`config.mk`:
```
export PLATFORM = sky130hd
export DESIGN_NAME = usb_control_request_responder_unit
export DESIGN_NICKNAME = d
export VERILOG_FILES = /design/src/sv/ucrr_pkg.sv /design/src/sv/ucrr_core.sv /design/src/sv/usb_control_request_responder_unit.sv
export SDC_FILE = /design/constraint.sdc
export NUM_CORES = 1
export LEC_CHECK = 0
export ABC_AREA = 1
export BUFFER_PORTS_ARGS = -buffer_cell sky130_fd_sc_hd__clkbuf_2
export CAP_MARGIN = 15
export CORE_UTILIZATION = 57
export CTS_CLUSTER_DIAMETER = 100
export CTS_CLUSTER_SIZE = 14
export DETAILED_ROUTE_END_ITERATION = 10
export GPL_TIMING_DRIVEN = 0
export PLACE_DENSITY = 0.78
export REMOVE_ABC_BUFFERS = 1
export SYNTH_ARGS = -nofsm -noshare
export SYNTH_HDL_FRONTEND = slang
export SYNTH_HIERARCHICAL = 1
export SYNTH_SLANG_ARGS = --single-unit
```
`constraint.sdc`:
```
create_clock -name clk -period 3.75 [get_ports clk]
set_input_delay 0.9375 -clock clk [delete_from_list [all_inputs] [get_ports clk]]
set_output_delay 0.9375 -clock clk [all_outputs]
set_load 0.01 [all_outputs]
```
`src/sv/ucrr_pkg.sv`:
```
// ucrr_pkg: shared types, codes and helpers for the usb control request responder
// used by ucrr_core and usb_control_request_responder_unit; no dependencies
package ucrr_pkg;

	localparam int unsigned PACKET_SIZE = 64;

	// event kinds
	localparam logic [1:0] MODE_SETUP     = 2'd0;
	localparam logic [1:0] MODE_IN_DONE   = 2'd1;
	localparam logic [1:0] MODE_BUS_RESET = 2'd2;

	// result actions
	localparam logic [1:0] ACT_NONE = 2'd0;
	localparam logic [1:0] ACT_DATA = 2'd1;
	localparam logic [1:0] ACT_ZLP  = 2'd2;

	// descriptor sources
	localparam logic [1:0] SRC_DEVICE = 2'd0;
	localparam logic [1:0] SRC_CONFIG = 2'd1;
	localparam logic [1:0] SRC_STRING = 2'd2;
	localparam logic [1:0] SRC_REPORT = 2'd3;

	// bmRequestType type field
	localparam logic [1:0] KIND_STANDARD = 2'd0;
	localparam logic [1:0] KIND_CLASS    = 2'd1;

	// bRequest codes
	localparam logic [7:0] REQ_SET_ADDRESS       = 8'd5;
	localparam logic [7:0] REQ_GET_DESCRIPTOR    = 8'd6;
	localparam logic [7:0] REQ_SET_CONFIGURATION = 8'd9;
	localparam logic [7:0] REQ_HID_SET_IDLE      = 8'd10;

	// descriptor types
	localparam logic [7:0] DT_DEVICE = 8'h01;
	localparam logic [7:0] DT_CONFIG = 8'h02;
	localparam logic [7:0] DT_STRING = 8'h03;
	localparam logic [7:0] DT_REPORT = 8'h22;

	localparam int unsigned NUM_STRINGS = 4;

	// configuration register indexes
	localparam logic [2:0] REG_DEVICE_DESC_LEN = 3'd0;
	localparam logic [2:0] REG_CONFIG_DESC_LEN = 3'd1;
	localparam logic [2:0] REG_STRING0_LEN     = 3'd2;
	localparam logic [2:0] REG_STRING1_LEN     = 3'd3;
	localparam logic [2:0] REG_STRING2_LEN     = 3'd4;
	localparam logic [2:0] REG_STRING3_LEN     = 3'd5;
	localparam logic [2:0] REG_REPORT_DESC_LEN = 3'd6;

	typedef struct packed {
		logic [1:0]  mode;
		logic [2:0]  endpoint;
		logic [7:0]  setup_type;
		logic [7:0]  request_code;
		logic [15:0] request_value;
		logic [15:0] request_length;
	} ucrr_event_t;

	typedef struct packed {
		logic [1:0] action;
		logic [1:0] source;
		logic [1:0] string_index;
		logic [9:0] byte_offset;
		logic [6:0] send_length;
		logic       address_apply;
		logic [6:0] device_address;
	} ucrr_result_t;

	typedef struct packed {
		logic [6:0]            device_desc_len;
		logic [9:0]            config_desc_len;
		logic [3:0][6:0]       string_len;
		logic [9:0]            report_desc_len;
	} ucrr_cfg_t;

	typedef struct packed {
		logic       addr_pending;
		logic [6:0] pending_addr;
		logic       xfer_active;
		logic [9:0] xfer_total;
		logic [9:0] xfer_sent;
	} ucrr_state_t;

	localparam ucrr_cfg_t CFG_RESET = '{
		device_desc_len: 7'd18,
		config_desc_len: 10'd34,
		string_len:      {7'd0, 7'd0, 7'd0, 7'd4},
		report_desc_len: 10'd0
	};

	// saturate a byte count to one packet
	function automatic logic [6:0] clip_packet(input logic [9:0] n);
		logic [6:0] r;
		r = (n > 10'(PACKET_SIZE)) ? 7'(PACKET_SIZE) : n[6:0];
		return r;
	endfunction

endpackage

```
`src/sv/ucrr_core.sv`:
```
// ucrr_core: single-pass decode of one device event against the current state
// depends on ucrr_pkg
module ucrr_core import ucrr_pkg::*; (
	input  ucrr_event_t  ev,
	input  ucrr_state_t  st,
	input  ucrr_cfg_t    cfg,
	output ucrr_result_t res,
	output ucrr_state_t  st_next
);

	logic [1:0]  kind;
	logic [7:0]  dtype;
	logic [7:0]  str_idx;
	logic [9:0]  cfg_min;
	logic [6:0]  rpt_first;
	logic [9:0]  remain;
	logic [6:0]  chunk;
	logic        sent_aligned;

	assign kind    = ev.setup_type[6:5];
	assign dtype   = ev.request_value[15:8];
	assign str_idx = ev.request_value[7:0];
	// configuration descriptor is clipped to wLength before packet saturation
	assign cfg_min = ({6'd0, cfg.config_desc_len} < ev.request_length)
		? cfg.config_desc_len : ev.request_length[9:0];
	assign rpt_first    = clip_packet(cfg.report_desc_len);
	assign remain       = st.xfer_total - st.xfer_sent;
	assign chunk        = clip_packet(remain);
	assign sent_aligned = (st.xfer_sent % 10'(PACKET_SIZE)) == 10'd0;

	always_comb begin
		res     = '0;
		st_next = st;
		unique case (ev.mode)
			MODE_SETUP: begin
				if (ev.endpoint == 3'd0) begin
					st_next.xfer_active = 1'b0;
					if (ev.setup_type[7]) begin
						if (kind == KIND_STANDARD && ev.request_code == REQ_GET_DESCRIPTOR) begin
							unique case (dtype)
								DT_DEVICE: begin
									res.action      = ACT_DATA;
									res.source      = SRC_DEVICE;
									res.send_length = clip_packet({3'd0, cfg.device_desc_len});
								end
								DT_CONFIG: begin
									res.action      = ACT_DATA;
									res.source      = SRC_CONFIG;
									res.send_length = clip_packet(cfg_min);
								end
								DT_STRING: begin
									if (str_idx < 8'(NUM_STRINGS)) begin
										res.action       = ACT_DATA;
										res.source       = SRC_STRING;
										res.string_index = str_idx[1:0];
										res.send_length  =
											clip_packet({3'd0, cfg.string_len[str_idx[1:0]]});
									end
								end
								DT_REPORT: begin
									res.action          = ACT_DATA;
									res.source          = SRC_REPORT;
									res.send_length     = rpt_first;
									st_next.xfer_total  = cfg.report_desc_len;
									st_next.xfer_sent   = {3'd0, rpt_first};
									st_next.xfer_active = 1'b1;
								end
								default: ;
							endcase
						end
					end else begin
						if (kind == KIND_STANDARD && ev.request_code == REQ_SET_ADDRESS) begin
							st_next.addr_pending = 1'b1;
							st_next.pending_addr = ev.request_value[6:0];
							res.action           = ACT_ZLP;
						end else if (kind == KIND_STANDARD &&
							ev.request_code == REQ_SET_CONFIGURATION) begin
							res.action = ACT_ZLP;
						end else if (kind == KIND_CLASS && ev.request_code == REQ_HID_SET_IDLE) begin
							res.action = ACT_ZLP;
						end
					end
				end
			end
			MODE_IN_DONE: begin
				// latched address takes effect on any endpoint
				if (st.addr_pending) begin
					res.address_apply    = 1'b1;
					res.device_address   = st.pending_addr;
					st_next.addr_pending = 1'b0;
				end
				if (ev.endpoint == 3'd0 && st.xfer_active) begin
					if (st.xfer_sent < st.xfer_total) begin
						res.action        = ACT_DATA;
						res.source        = SRC_REPORT;
						res.byte_offset   = st.xfer_sent;
						res.send_length   = chunk;
						st_next.xfer_sent = st.xfer_sent + {3'd0, chunk};
					end else if (st.xfer_sent != 10'd0 && sent_aligned) begin
						// closing zero-length packet
						res.action          = ACT_ZLP;
						st_next.xfer_active = 1'b0;
					end else begin
						st_next.xfer_active = 1'b0;
					end
				end
			end
			MODE_BUS_RESET: begin
				st_next            = '0;
				res.address_apply  = 1'b1;
				res.device_address = 7'd0;
			end
			default: ;
		endcase
	end

endmodule

```
`src/sv/usb_control_request_responder_unit.sv`:
```
// usb_control_request_responder_unit: top level, event and result registers,
// request state and length registers; depends on ucrr_pkg and ucrr_core
//
// Takes one device event per cycle while not stalled and returns exactly one
// result per event. Each event passes an input register, is decoded
// combinationally by ucrr_core against the request state, and lands in the
// result register. A stalled result holds the event register, which then
// stalls the event channel. Length registers are written through the cfg
// port, always ready, and should only change when no event is in flight.
// No clearing pass after reset.
module usb_control_request_responder_unit import ucrr_pkg::*; (
	input  logic         clk,
	input  logic         arst_n,
	input  logic         event_valid,
	output logic         event_stall,
	input  ucrr_event_t  event_data,
	output logic         result_valid,
	input  logic         result_stall,
	output ucrr_result_t result_data,
	input  logic         cfg_valid,
	output logic         cfg_ready,
	input  logic [2:0]   cfg_index,
	input  logic [9:0]   cfg_wdata
);

	ucrr_event_t  ev_s1;
	logic         ev_valid_s1;
	ucrr_result_t res_s2;
	logic         res_valid_s2;
	ucrr_cfg_t    cfg_q;
	ucrr_state_t  state_q;
	ucrr_state_t  state_next;
	ucrr_result_t res_next;
	logic         advance;
	logic         ev_accept;

	assign advance     = ev_valid_s1 && (!res_valid_s2 || !result_stall);
	assign event_stall = ev_valid_s1 && !advance;
	assign ev_accept   = event_valid && !event_stall;
	assign cfg_ready   = 1'b1;

	ucrr_core u_core (
		.ev      (ev_s1),
		.st      (state_q),
		.cfg     (cfg_q),
		.res     (res_next),
		.st_next (state_next)
	);

	always_ff @(posedge clk or negedge arst_n) begin
		if (!arst_n) begin
			ev_valid_s1 <= 1'b0;
		end else if (ev_accept) begin
			ev_valid_s1 <= 1'b1;
		end else if (advance) begin
			ev_valid_s1 <= 1'b0;
		end
	end

	always_ff @(posedge clk) begin
		if (ev_accept) begin
			ev_s1 <= event_data;
		end
	end

	always_ff @(posedge clk or negedge arst_n) begin
		if (!arst_n) begin
			res_valid_s2 <= 1'b0;
		end else if (advance) begin
			res_valid_s2 <= 1'b1;
		end else if (!result_stall) begin
			res_valid_s2 <= 1'b0;
		end
	end

	always_ff @(posedge clk) begin
		if (advance) begin
			res_s2 <= res_next;
		end
	end

	// request state moves with each decoded event
	always_ff @(posedge clk or negedge arst_n) begin
		if (!arst_n) begin
			state_q <= '0;
		end else if (advance) begin
			state_q <= state_next;
		end
	end

	always_ff @(posedge clk or negedge arst_n) begin
		if (!arst_n) begin
			cfg_q <= CFG_RESET;
		end else if (cfg_valid && cfg_ready) begin
			unique case (cfg_index)
				REG_DEVICE_DESC_LEN: cfg_q.device_desc_len <= cfg_wdata[6:0];
				REG_CONFIG_DESC_LEN: cfg_q.config_desc_len <= cfg_wdata;
				REG_STRING0_LEN:     cfg_q.string_len[0]   <= cfg_wdata[6:0];
				REG_STRING1_LEN:     cfg_q.string_len[1]   <= cfg_wdata[6:0];
				REG_STRING2_LEN:     cfg_q.string_len[2]   <= cfg_wdata[6:0];
				REG_STRING3_LEN:     cfg_q.string_len[3]   <= cfg_wdata[6:0];
				REG_REPORT_DESC_LEN: cfg_q.report_desc_len <= cfg_wdata;
				default: ;
			endcase
		end
	end

	assign result_valid = res_valid_s2;
	assign result_data  = res_s2;

`ifndef SYNTHESIS
	a_sent_within_total: assert property (@(posedge clk) disable iff (!arst_n)
		state_q.xfer_sent <= state_q.xfer_total)
		else $error("report transfer sent count passed its total");

	a_bus_reset_clears: assert property (@(posedge clk) disable iff (!arst_n)
		advance && ev_s1.mode == MODE_BUS_RESET |=>
			!state_q.addr_pending && !state_q.xfer_active && res_s2.address_apply)
		else $error("bus reset did not clear request state");

	a_no_data_fields: assert property (@(posedge clk) disable iff (!arst_n)
		res_valid_s2 && res_s2.action != ACT_DATA |->
			res_s2.send_length == 7'd0 && res_s2.byte_offset == 10'd0)
		else $error("data fields set on a result with no data packet");

	a_len_saturated: assert property (@(posedge clk) disable iff (!arst_n)
		res_valid_s2 |-> res_s2.send_length <= 7'(PACKET_SIZE))
		else $error("send length above packet size");

	a_stall_only_when_full: assert property (@(posedge clk) disable iff (!arst_n)
		event_stall |-> ev_valid_s1 && res_valid_s2 && result_stall)
		else $error("event channel stalled with room in the pipe");
`endif

endmodule

```
==> metrics <==
cell row count=45; Final Power=5.24 mW; most frequent CP cell=nand2_1; P_leak=4.96 nW; Die Area=0.0160 sq mm; Num CTS Buffers=17; Placed Area=0.00953 sq mm; Die Ht=127 um; Root Driver=clkbuf_16; Pre-Repair DR Iteration Count=5; Mapped Area=0.00886 sq mm; delay-heaviest family, CP=simple AND/OR/NAND/NOR gates; Critical Path AT=3.96 ns; Cell Pwr Density=510 mW/mm^2; Worst setup EP type=flop; Fin Hold WS=0.464 ns; via count=7709; VDD IR max=311 uV; CP startpoint kind=flop; core area=0.0152 sq mm; layout cells sized above 1=18.9%; DRT Wirelength=22.1 mm; vias in the first global route=7103; hold crit path type=reg -> reg; Avg Inst Size Synth=8.36 sq um; CTS tree=done; status=completed; slew margin rel.=55.0%; Worst Max-Slew Pin Slew=0.668 ns; H-tree levels=4; Critical Path Slowest Stage Cell=fa_1; Mapped Cells=1060; initial antenna violation count=0; final hold viol count=0; Final Util=67.6%; drc violations=0; CP Class=reg -> reg; cts hold-fix bufs=0; Layout Nets=1265; Die W=127 um; I/O pin count=105; Inst Count DP=1329; multi-input gate area in the final layout=0.00387 sq mm; critical path required time=4.11 ns; antenna-violating nets left=0; drt wl/cell=16.2 um; yosys warns=6; Area Growth Syn to Fin=15.9%; Inserted Diodes=0; Clock Path Buffers=2; Starting Density=58.3%; Setup Slack @ Placement=0.0702 ns; CP Max Fanout=5; PnR worst setup slack=0.150 ns; final std cells w/o fill=1365; Design Area, Final=0.0103 sq mm; Tmin final=3.60 ns; Final GP Congestion=0.959; Fillers=1252; Via-to-Cell Ratio=5.65; register area=0.00453 sq mm; Sink Count=165; Max Clock Skew=0.00908 ns; port bufs=98; total congestion overflow=0; initial DRC count=699; worst-skew pair later-pin latency=0.43 ns; crit path cell chain=ha_2 > fa_1 > nand2_1 > nor2_1 > nand3_1 > nor2_2 > nand2_2 > nand2_2 > nand2_2 > nor2_4 > clkinv_4 > a21oi_4 > ha_4 > a21o_1 > nand2_1 > nand2_2 > xor2_1 > nand2_1 > o211ai_1 > a21oi_1 > nand2_1 > nand2_1; GRT Util Overall=29.1%; max cap viols=0; Tcrit/Tclk final=96.0%; Peak Freq=278 MHz; first-pass GRT wire length=35.6 mm; Crit path largest cell delay=0.58 ns; largest net degree at the start of global routing=46; final setup fails=0; worst path buffer plus inverter count=1; Max Slew Vio Count=0; Reg clk slew, reported paths=0.06 ns; hpwl dp=15.8 mm; TNS Setup=0 ns
-- routing by layer --
metal | up-vias | part of all wire [%] | track usage (%)
met1 | 3615 | 41 | 37.3
met3 | 56 | 6.7 | 5.27
met4 | 0 | 3.9 | 13.4
met2 | 316 | 49 | 48.3
li1 | 3722 | - | -
met5 | - | 0 | 0
-- power breakdown --
group	leakage, nW	total (mW)	internal, mW	switching, mW
registers	1.87	2.30	2.14	0.152
clock network	0.280	1.73	0.989	0.741
logic	2.81	1.21	0.405	0.806
total	4.96	5.24	3.54	1.70
-- repair_timing --
item                                    in CTS  in global routing
endpoints found under the setup margin       0                  8
gates resized for setup                      0                 31
hold endpoints to repair                     0                  0
setup buffers                                0                  3
-- flip-flops by register name (all words and copies together) (netlist names) --
name	count
ev_valid_s1	1
state_q	29
result_data	31
result_valid	1
ev_s1	48
cfg_q	55
-- area by class of cell --
class,count,area share [%]
flip-flops and latches,165,44.2
multi-input cells,761,37.7
repair buffers,105,5.95
inverters,114,4.24
clock buffers,18,4.18
well taps,188,2.29
clock inverters,14,1.46
-- tightest hold or removal path: stages, from the launching register on --
cell and delay (ns):
dfstp_2 0.37, nand2_1 0.05, nand2_1 0.04
-- cells in the final DEF (no fill, tap or decap), drive strengths merged, types with 14 or more instances in the layout --
master	n
nand2	400
inv	119
clkbuf	116
nor2	89
dfrtp	81
edfxtp	79
nand3	73
o21ai	49
a21oi	34
ha	28
nor3	16
nand4	14
-- final timing paths --
kind / slack [ns] / cells past startpoint / end / start
worst max-delay path: 0.15 / 22 / state_q[4] / state_q[0]
worst min-delay path: 0.46 / 2 / cfg_q[12] / cfg_q[12]
worst max register to register: 0.15 / 22 / state_q[4] / state_q[0]
worst min register to register: 0.46 / 2 / cfg_q[12] / cfg_q[12]
max in group asynchronous: 2.51 / 2 / cfg_q[12] / arst_n
min in group asynchronous: 0.55 / 1 / result_valid / arst_n
Note: power is estimated with default switching activity, not from simulation.
